File: config.mk
export PLATFORM = sky130hd
export DESIGN_NAME = length_prefixed_frame_deframer_core
export DESIGN_NICKNAME = d
export VERILOG_FILES = /design/src/lpfd_pkg.sv /design/src/lpfd_in_stage.sv /design/src/lpfd_tag.sv /design/src/lpfd_out_reg.sv /design/src/length_prefixed_frame_deframer_core.sv
export SDC_FILE = /design/constraint.sdc
export NUM_CORES = 1
export LEC_CHECK = 0
export BUFFER_PORTS_ARGS = -buffer_cell sky130_fd_sc_hd__buf_2
export CAP_MARGIN = 20
export CORE_AREA = 2 2 95 97
export DETAILED_ROUTE_END_ITERATION = 10
export DIE_AREA = 0 0 97 99
export PLACE_DENSITY = 0.79
export REMOVE_ABC_BUFFERS = 1
export SLEW_MARGIN = 20
export SYNTH_ARGS = -nofsm -noshare
export SYNTH_HDL_FRONTEND = slang
export SYNTH_SLANG_ARGS = --single-unit
File: constraint.sdc
create_clock -name clk -period 3.2 [get_ports clk]
set_input_delay 0.64 -clock clk [delete_from_list [all_inputs] [get_ports clk]]
set_output_delay 0.64 -clock clk [all_outputs]
set_load 0.01 [all_outputs]
File: src/lpfd_pkg.sv
package lpfd_pkg;

	// Frame phase; the code doubles as the role reported for a byte
	typedef enum logic [2:0] {
		PH_CMD   = 3'd0,
		PH_TLEN  = 3'd1,
		PH_TOPIC = 3'd2,
		PH_PLEN  = 3'd3,
		PH_PAY   = 3'd4
	} phase_t;

	// Command byte codes on the wire
	localparam logic [7:0] CODE_SUB   = 8'h01;
	localparam logic [7:0] CODE_UNSUB = 8'h02;
	localparam logic [7:0] CODE_PUB   = 8'h03;

	// Frame kind as reported
	localparam logic [1:0] KIND_SUB   = 2'd0;
	localparam logic [1:0] KIND_UNSUB = 2'd1;
	localparam logic [1:0] KIND_PUB   = 2'd2;
	localparam logic [1:0] KIND_OTHER = 2'd3;

	// One tagged item
	typedef struct packed {
		logic [7:0] data;
		logic [2:0] role;
		logic [1:0] kind;
		logic       last;
	} tag_res_t;

	function automatic logic [1:0] kind_of(input logic [7:0] code);
		logic [1:0] k;
		unique case (code)
			CODE_SUB:   k = KIND_SUB;
			CODE_UNSUB: k = KIND_UNSUB;
			CODE_PUB:   k = KIND_PUB;
			default:    k = KIND_OTHER;
		endcase
		return k;
	endfunction

endpackage

File: src/lpfd_in_stage.sv
module lpfd_in_stage (
	input  logic       clk,
	input  logic       arst_n,
	input  logic       in_valid,
	output logic       in_ready,
	input  logic [7:0] in_byte,
	input  logic       take,
	output logic       valid_s1,
	output logic [7:0] byte_s1
);
	import lpfd_pkg::*;

	// Holds one item; refills in the same cycle it is drained
	assign in_ready = !valid_s1 || take;

	always_ff @(posedge clk or negedge arst_n) begin
		if (!arst_n) begin
			valid_s1 <= 1'b0;
		end else if (in_valid && in_ready) begin
			valid_s1 <= 1'b1;
		end else if (take) begin
			valid_s1 <= 1'b0;
		end
	end

	always_ff @(posedge clk) begin
		if (in_valid && in_ready) begin
			byte_s1 <= in_byte;
		end
	end

endmodule

File: src/lpfd_tag.sv
module lpfd_tag (
	input  logic               clk,
	input  logic               arst_n,
	input  logic               take,
	input  logic [7:0]         byte_s1,
	output lpfd_pkg::tag_res_t res
);
	import lpfd_pkg::*;

	phase_t      phase_q, phase_d;
	logic [1:0]  kind_q, kind_d;
	logic [1:0]  cnt_q, cnt_d;
	logic [23:0] shift_q, shift_d;
	logic [31:0] remain_q, remain_d;

	phase_t      role_v;
	logic        last_v;
	logic [1:0]  cnt_inc;
	logic [31:0] remain_dec;
	logic [15:0] tlen;
	logic [31:0] plen;

	always_ff @(posedge clk or negedge arst_n) begin
		if (!arst_n) begin
			phase_q  <= PH_CMD;
			kind_q   <= KIND_SUB;
			cnt_q    <= 2'd0;
			shift_q  <= 24'd0;
			remain_q <= 32'd0;
		end else if (take) begin
			phase_q  <= phase_d;
			kind_q   <= kind_d;
			cnt_q    <= cnt_d;
			shift_q  <= shift_d;
			remain_q <= remain_d;
		end
	end

	always_comb begin
		phase_d    = phase_q;
		kind_d     = kind_q;
		cnt_d      = cnt_q;
		shift_d    = shift_q;
		remain_d   = remain_q;
		role_v     = PH_CMD;
		last_v     = 1'b0;
		cnt_inc    = cnt_q + 2'd1;
		remain_dec = remain_q - 32'd1;
		tlen       = {shift_q[7:0], byte_s1};
		plen       = {shift_q, byte_s1};

		unique case (phase_q)
			PH_TLEN: begin
				role_v  = PH_TLEN;
				shift_d = {shift_q[15:0], byte_s1};
				cnt_d   = cnt_inc;
				if (cnt_inc >= 2'd2) begin
					cnt_d   = 2'd0;
					shift_d = 24'd0;
					if (tlen == 16'd0) begin
						// empty topic
						if (kind_q == KIND_PUB) begin
							phase_d = PH_PLEN;
						end else begin
							phase_d = PH_CMD;
							last_v  = 1'b1;
						end
					end else begin
						remain_d = {16'd0, tlen};
						phase_d  = PH_TOPIC;
					end
				end
			end
			PH_TOPIC: begin
				role_v   = PH_TOPIC;
				remain_d = remain_dec;
				if (remain_dec == 32'd0) begin
					if (kind_q == KIND_PUB) begin
						phase_d = PH_PLEN;
						cnt_d   = 2'd0;
						shift_d = 24'd0;
					end else begin
						phase_d = PH_CMD;
						last_v  = 1'b1;
					end
				end
			end
			PH_PLEN: begin
				role_v  = PH_PLEN;
				shift_d = {shift_q[15:0], byte_s1};
				if (cnt_q == 2'd3) begin
					cnt_d   = 2'd0;
					shift_d = 24'd0;
					if (plen == 32'd0) begin
						// empty payload
						phase_d = PH_CMD;
						last_v  = 1'b1;
					end else begin
						remain_d = plen;
						phase_d  = PH_PAY;
					end
				end else begin
					cnt_d = cnt_inc;
				end
			end
			PH_PAY: begin
				role_v   = PH_PAY;
				remain_d = remain_dec;
				if (remain_dec == 32'd0) begin
					phase_d = PH_CMD;
					last_v  = 1'b1;
				end
			end
			default: begin
				role_v   = PH_CMD;
				kind_d   = kind_of(byte_s1);
				cnt_d    = 2'd0;
				shift_d  = 24'd0;
				remain_d = 32'd0;
				phase_d  = PH_TLEN;
			end
		endcase

		res.data = byte_s1;
		res.role = role_v;
		res.kind = kind_d;
		res.last = last_v;
	end

endmodule

File: src/lpfd_out_reg.sv
module lpfd_out_reg (
	input  logic               clk,
	input  logic               arst_n,
	input  logic               load,
	input  lpfd_pkg::tag_res_t res,
	output logic               can_load,
	output logic               out_valid,
	input  logic               out_ready,
	output logic [7:0]         out_byte,
	output logic [2:0]         role,
	output logic [1:0]         kind,
	output logic               frame_last
);
	import lpfd_pkg::*;

	logic     valid_q;
	tag_res_t res_q;

	assign can_load = !valid_q || out_ready;

	always_ff @(posedge clk or negedge arst_n) begin
		if (!arst_n) begin
			valid_q <= 1'b0;
		end else if (load) begin
			valid_q <= 1'b1;
		end else if (out_ready) begin
			valid_q <= 1'b0;
		end
	end

	always_ff @(posedge clk) begin
		if (load) begin
			res_q <= res;
		end
	end

	assign out_valid  = valid_q;
	assign out_byte   = res_q.data;
	assign role       = res_q.role;
	assign kind       = res_q.kind;
	assign frame_last = res_q.last;

endmodule

File: src/length_prefixed_frame_deframer_core.sv
// Channel  | handshake             | payload
// ---------+-----------------------+----------------------------------
// input    | in_valid / in_ready   | in_byte
// output   | out_valid / out_ready | out_byte, role, kind, frame_last
//
// An accepted item passes the input register, then the tag logic into the
// result register, where it raises out_valid. One item per cycle sustained
// while the output is not stalled.
// The phase/count registers update only when an item moves from the input
// register into the result register, so a stalled output freezes framing.
// Reset (arst_n low) returns to "expect command byte" and empties both stages.
// in_ready stays high while the result register drains in the same cycle.
module length_prefixed_frame_deframer_core (
	input  logic       clk,
	input  logic       arst_n,
	input  logic       in_valid,
	output logic       in_ready,
	input  logic [7:0] in_byte,
	output logic       out_valid,
	input  logic       out_ready,
	output logic [7:0] out_byte,
	output logic [2:0] role,
	output logic [1:0] kind,
	output logic       frame_last
);
	import lpfd_pkg::*;

	logic       valid_s1;
	logic [7:0] byte_s1;
	logic       can_load;
	logic       take;
	tag_res_t   res;

	// an item leaves the input register when the result register has room
	assign take = valid_s1 && can_load;

	lpfd_in_stage u_in (
		.clk      (clk),
		.arst_n   (arst_n),
		.in_valid (in_valid),
		.in_ready (in_ready),
		.in_byte  (in_byte),
		.take     (take),
		.valid_s1 (valid_s1),
		.byte_s1  (byte_s1)
	);

	// phase tracking and tagging of the staged byte
	lpfd_tag u_tag (
		.clk     (clk),
		.arst_n  (arst_n),
		.take    (take),
		.byte_s1 (byte_s1),
		.res     (res)
	);

	lpfd_out_reg u_out (
		.clk        (clk),
		.arst_n     (arst_n),
		.load       (take),
		.res        (res),
		.can_load   (can_load),
		.out_valid  (out_valid),
		.out_ready  (out_ready),
		.out_byte   (out_byte),
		.role       (role),
		.kind       (kind),
		.frame_last (frame_last)
	);

`ifndef NO_ASSERTIONS
	// a command byte never closes a frame
	a_cmd_not_last: assert property (@(posedge clk) disable iff (!arst_n)
		out_valid |-> !(frame_last && role == PH_CMD))
		else $error("command byte marked as frame end");

	// payload phases only exist for publish frames
	a_pay_pub: assert property (@(posedge clk) disable iff (!arst_n)
		out_valid && (role == PH_PLEN || role == PH_PAY) |-> kind == KIND_PUB)
		else $error("payload role on non-publish frame");

	// a byte handed to the result register shows up there next cycle
	a_take_out: assert property (@(posedge clk) disable iff (!arst_n)
		take |=> out_valid)
		else $error("tagged item lost");

	// back-pressure only while the input register holds an item
	a_ready_s1: assert property (@(posedge clk) disable iff (!arst_n)
		!in_ready |-> valid_s1)
		else $error("input blocked with empty stage");
`endif

endmodule
Yosys cells after proc, flatten, opt, wreduce, memory -nomap -nowiden
Cells that the tools add are included.

Bits in registers: 87. Bits of input ports: 12. Output and inout bits: 16. Logic and storage cells: 86.

Add/sub/neg operators: 2. Magnitude comparators: 1. Eq/ne operators: 16. Muxes and demuxes: 38. Bitwise logic cells: 1. Reduce and logical (&&, ||, !) cells: 16.

Operators by type and width (number): 32-bit two-way mux (4); 24-bit two-way mux (4); 24-bit one-hot mux with 4 select lines (1); 32-bit one-hot mux with 3 select lines (1); 32-bit logical NOT (2); 32-bit by 1-bit subtractor with 32-bit output (second input constant) (1); 3-bit one-hot mux with 4 select lines (2); 8-bit by 2-bit equality test with 1-bit output (second input constant) (2); 16-bit logical NOT (1); 3-bit two-way mux (5); 2-bit two-way mux (7); 1-bit two-way mux (11); 2-bit by 1-bit inequality test with 1-bit output (second input constant) (5); 5-bit AND reduction (2); 8-bit by 1-bit equality test with 1-bit output (second input constant) (1); 2-bit one-hot mux with 4 select lines (1); 3-bit by 2-bit equality test with 1-bit output (second input constant) (2); 2-bit one-hot mux with 3 select lines (1); 2-bit equality test (second input constant) (2); 2-bit inequality test (second input constant) (2); 1-bit one-hot mux with 4 select lines (1); 4-bit AND reduction (1); 2-bit nonzero test (2); 4-bit OR reduction (1); other kinds (9) (12).

Longest topological paths before layout
Word-level depth: 6. Mapped depth: 11. Mapped depth without buffers: 8.

Cells and area by module
From an unflattened synthesis, not the netlist that was laid out.

Cell total of the unflattened synthesis: 481. Area, all modules: 4755.8 µm².

By module, submodules not included: lpfd_tag (instances 1, cells each 451, area an instance 3987.6 µm²); lpfd_out_reg (instances 1, cells each 17, area an instance 467.9 µm²); lpfd_in_stage (instances 1, cells each 12, area an instance 294.0 µm²); length_prefixed_frame_deframer_core (instances 1, cells each 1, area an instance 6.3 µm²).

Least setup slack after synthesis
No wires, ideal clock.

Path kind: reg-to-reg. Start point: register u_tag.remain_q[0]. End point: register u_tag.shift_q[10]. Setup time: 0.142 ns. Arrival time: 2.476 ns. Data required time: 3.058 ns. Slack: 0.583 ns. Cell stages (with the launch flop): 12. Path buffers: 3. Clock period less this slack: 2.617 ns. Path through: dfrtp_1 inv_1 ha_1 or3b_2 clkbuf_1 nor2_2 a21oi_1 o21bai_1 nor4_2 buf_6 buf_12 o41ai_2.

Longest elaborated chain between the ends: 4.

RTL lines: start, declared (line lpfd_tag.sv:14) `logic [31:0] remain_q, remain_d;`; start signal, assigned (line lpfd_tag.sv:35) `remain_q <= remain_d;`; 32-bit by 1-bit subtractor with 32-bit output (line lpfd_tag.sv:48) `remain_dec = remain_q - 32'd1;`; 32-bit logical NOT (line lpfd_tag.sv:77) `if (remain_dec == 32'd0) begin`; 2-bit by 1-bit inequality test with 1-bit output (no source line); 4-bit AND reduction (no source line); end signal, assigned (line lpfd_tag.sv:34) `shift_q <= shift_d;`; end, declared (line lpfd_tag.sv:13) `logic [23:0] shift_q, shift_d;`.

No other way between the ends. A chain may end at the register's enable or synchronous reset.

Worst setup path after layout
Start point: register u_tag.remain_q[0]. End point: register u_tag.shift_q[18].

The elaborated chain is that of the path after synthesis.

==> impl_metrics.toml <==
[logic_synthesis]
synthCells = 522
yosysSeqAreaShare_pct = 44.4
synthFlopType = "dfrtp_1"
async_reset_ff_share_pct = 74.7
yosysUniqueCellTypes = 70
synth_compound_area_share_pct = 27.0
synth.avg_cell_area_sq_um = 9.87
synth_seq_cells = 87
synth_top_family_by_area = "compound AO/OA/AOI/OAI gates"
yosysWarningCount = 0
yosys.area_share.simple_pct = 17.6
synth_mux_area_share_pct = 0.413
synth_xor_area_share_pct = 0.850
synth_edf_count = 22
synthAdderAreaFrac_pct = 0.972
syn_area_sq_um = 5150

[timing]
timing.final.max_slew_violations = 0
clock_skew_ns = 0.00729
setup_violations = 0
fin_ws_ns = 0.408
maxSlewHeadroom_pct = 48.4
rsz0062_at_grt = "false"
clock.fmax_mhz = 358
post-route-period-util_pct = 87.3
tightest_slew_ns = 0.768
fin_crit_ns = 2.79
finalHoldViolCount = 0

[outcome]
outcome = "finished, final reports clean"

[global_routing]
grt_usage_pct = 29.4
grt_max_degree = 61
antenna_found_initial = 0
grt_pass1_vias = 4313
gr-total-overflow = 0
grt_pass1_wl_um = 22500

[cts]
clk_pin_slew_ns = 0.09
cts.sinks = 87
holdBufCountCts = 0
insertion_delay_ns = 0.37
postCtsSetupBuffers = 0
cts.repair.resized = 0
htreeDepth = 3
root_buffer = "clkbuf_8"
numCtsBuffers = 9
cts_tree = "done"
cts_buffer_depth = 2

[worst_setup_path]
slowest_stage = "dfrtp_1"
crit_fanout = 29
cp_cell_sequence = "inv_1, ha_1, nor3b_2, and4_1, nor3_1, a31oi_1, nor4_4, buf_12, o41ai_1"
cp.arrival_ns = 3.03
crit_cells = 9
path_buf_inv = 2
critPathTopFamily = "simple AND/OR/NAND/NOR gates"
crit_type = "flip-flop to flip-flop"
crit_path_max_incr_delay_ns = 0.45
start_kind = "flip-flop"
cp_data_required_time_ns = 3.44
setup.worst_path.end_class = "flip-flop"
worst_r2r_path_depth = 9

[finish]
layout.nets = 560
drive_gt1_share_pct = 17.9
fill_cells = 663
seqCellArea_sq_um = 2290
multi_input_area_sq_um = 2420
areaGrowthSynthToFinish_pct = 7.65
instances_no_fill = 657
antennaDiodeCount = 0
design_area_sq_um = 5540

[placement]
placed_cells = 641
gp_congestion = 0.981
hpwl_um = 9350
numPortBuffers = 27
dpl-instance-area_sq_um = 5320
post-place-ws_ns = 0.473

[route]
routedWlPerCell_um = 20.6
drc = 0
first_iter_violations = 461
drtPass1Iterations = 6
ant_nets = 0
routed_via_density = 6.84
vias = 4491
wirelength_um = 13600

[floorplanning]
start_util_pct = 60.2
die_area_sq_um = 9600
coreArea_sq_um = 8550
die_w_um = 97
die_h_um = 99
io-pin-count = 28
fp-row-count = 34

[power_and_ir_drop]
p_sw_uw = 2810
sw_frac_of_total_pct = 47.9
power_frac_seq_pct = 34.5
peakVddDrop_v = 0.000513
total_power_uw = 5880
clkPwrFrac_pct = 14.4
p_leak_uw = 0.00222
intPower_uw = 3060
comb_power_share_pct = 51.1
powerDensity_nw_per_um2 = 1060

[min_path]
hold_path_class = "input pin to async pin"

[job]
cap_violations = 0
[power groups by stage]
stage                     clock network (uW)  registers [uW]  logic [uW]
final                                    847            2030        3000
after global routing                     909            2080        3290
after CTS                                863            2000        2950
after detailed placement                   0            2020        2930
after global placement                     0            2000        2870
after floorplan                            0            1880        1980
[logic make-up after synthesis]
logic type | Yosys count
AOI/OAI and AO/OA | 196
and+or+nand+nor | 154
DFF | 87
buffers and inverters | 74
xor gates and xnor gates | 5
adders and majority gates | 4
muxes | 2
[cells in the final DEF, fill, tap and decap left out, drive strengths merged, types with 6 or more instances in the layout]
cell type | netlist | final
nand3 | 6 | 6
nor3 | 11 | 11
nor4 | 21 | 21
a22oi | 33 | 33
nand2 | 20 | 20
a21oi | 31 | 31
edfxtp | 22 | 22
nand2b | 8 | 8
nor2 | 46 | 46
inv | 36 | 36
nand4 | 6 | 6
dfrtp | 65 | 65
o21ai | 58 | 58
clkbuf | 30 | 11
o41ai | 26 | 26
or3 | 6 | 6
a32oi | 11 | 11
buf | 7 | 49
[layer usage]
metal,part of all wire (%),global-route usage [%],up-vias,wire length [um]
li1,-,-,2040,-
met3,9.3,6.24,30,1270
met4,2.1,9.75,0,289
met5,0,0,-,0
met1,42,41.3,2177,5670
met2,47,46.0,244,6340
[sequential cells by signal, indices dropped and copies added (netlist names)]
register	count
u_tag.kind_q	2
u_out.out_byte	8
u_tag.phase_q	3
u_tag.shift_q	24
u_tag.remain_q	32
u_in.byte_s1	8
u_out.role	3
u_out.frame_last	1
u_in.valid_s1	1
u_tag.cnt_q	2
u_out.out_valid	1
u_out.kind	2
[synthesized netlist by cell type, drive strengths merged, types with 2 or more instances]
cell / n / share of area, %
nor4: 21 / 3.9
nand4: 6 / 0.85
nor4b: 2 / 0.34
buf: 7 / 1.4
or2: 2 / 0.24
nand2b: 8 / 0.97
inv: 36 / 2.6
a31oi: 5 / 0.61
xor2: 5 / 0.85
ha: 4 / 0.97
nor3: 11 / 1.1
and4: 2 / 0.34
and2: 2 / 0.24
o21a: 3 / 0.44
a21oi: 31 / 3.0
o21ai: 58 / 5.6
a21o: 2 / 0.29
o41ai: 26 / 5.9
nand4b: 4 / 0.68
and3: 3 / 0.36
a22oi: 33 / 4.8
o21bai: 2 / 0.29
nand3: 6 / 0.58
or4: 4 / 0.66
nor2b: 4 / 0.49
or3: 6 / 0.75
nor3b: 2 / 0.39
nand2: 20 / 1.5
o31a: 3 / 0.53
nand3b: 3 / 0.44
edfxtp: 22 / 13
o22ai: 4 / 0.49
a32oi: 11 / 1.9
a2bb2oi: 2 / 0.46
nor2: 46 / 3.4
clkbuf: 30 / 4.5
dfrtp: 65 / 32
o211ai: 3 / 0.53
a2111oi: 4 / 0.68
[cell type report]
| cell class | count | share of cell area [%] |
|---|---|---|
| Sequential cell | 87 | 41.3 |
| Inverter | 36 | 2.44 |
| Clock inverter | 5 | 1.15 |
| Timing Repair Buffer | 49 | 6.09 |
| Clock buffer | 11 | 2.93 |
| Tap cell | 108 | 2.44 |
| Multi-Input combinational cell | 361 | 43.7 |
[per-stage QoR]
stage	hold slack (ns)	utilization (%)	setup TNS, ns
2_1_floorplan	0.344	-	-14.70
3_3_place_gp	0.495	62.2	0
3_5_place_dp	0.508	62.2	0
4_1_cts	0.275	64.8	0
5_1_grt	0.285	64.8	0
6_report	0.272	64.8	0
[final timing paths]
check	startpoint	end	slack, ns
max in group asynchronous	arst_n	u_tag.cnt_q[0]	2.49
min in group clk	in_byte[0]	u_in.byte_s1[0]	0.44
hold / removal	arst_n	u_tag.remain_q[9]	0.27
setup / recovery	u_tag.remain_q[0]	u_tag.shift_q[18]	0.41
hold reg to reg	u_in.valid_s1	u_out.out_valid	0.54
setup reg to reg	u_tag.remain_q[0]	u_tag.shift_q[18]	0.41
[worst reg2reg max path, cell delays in order, from the launching register on]
cell and delay (ns):
dfrtp_1 0.45, inv_1 0.14, ha_1 0.25, nor3b_2 0.44, and4_1 0.44, nor3_1 0.08
a31oi_1 0.28, nor4_4 0.10, buf_12 0.18, o41ai_1 0.31
(Power assumes the default switching activity.)
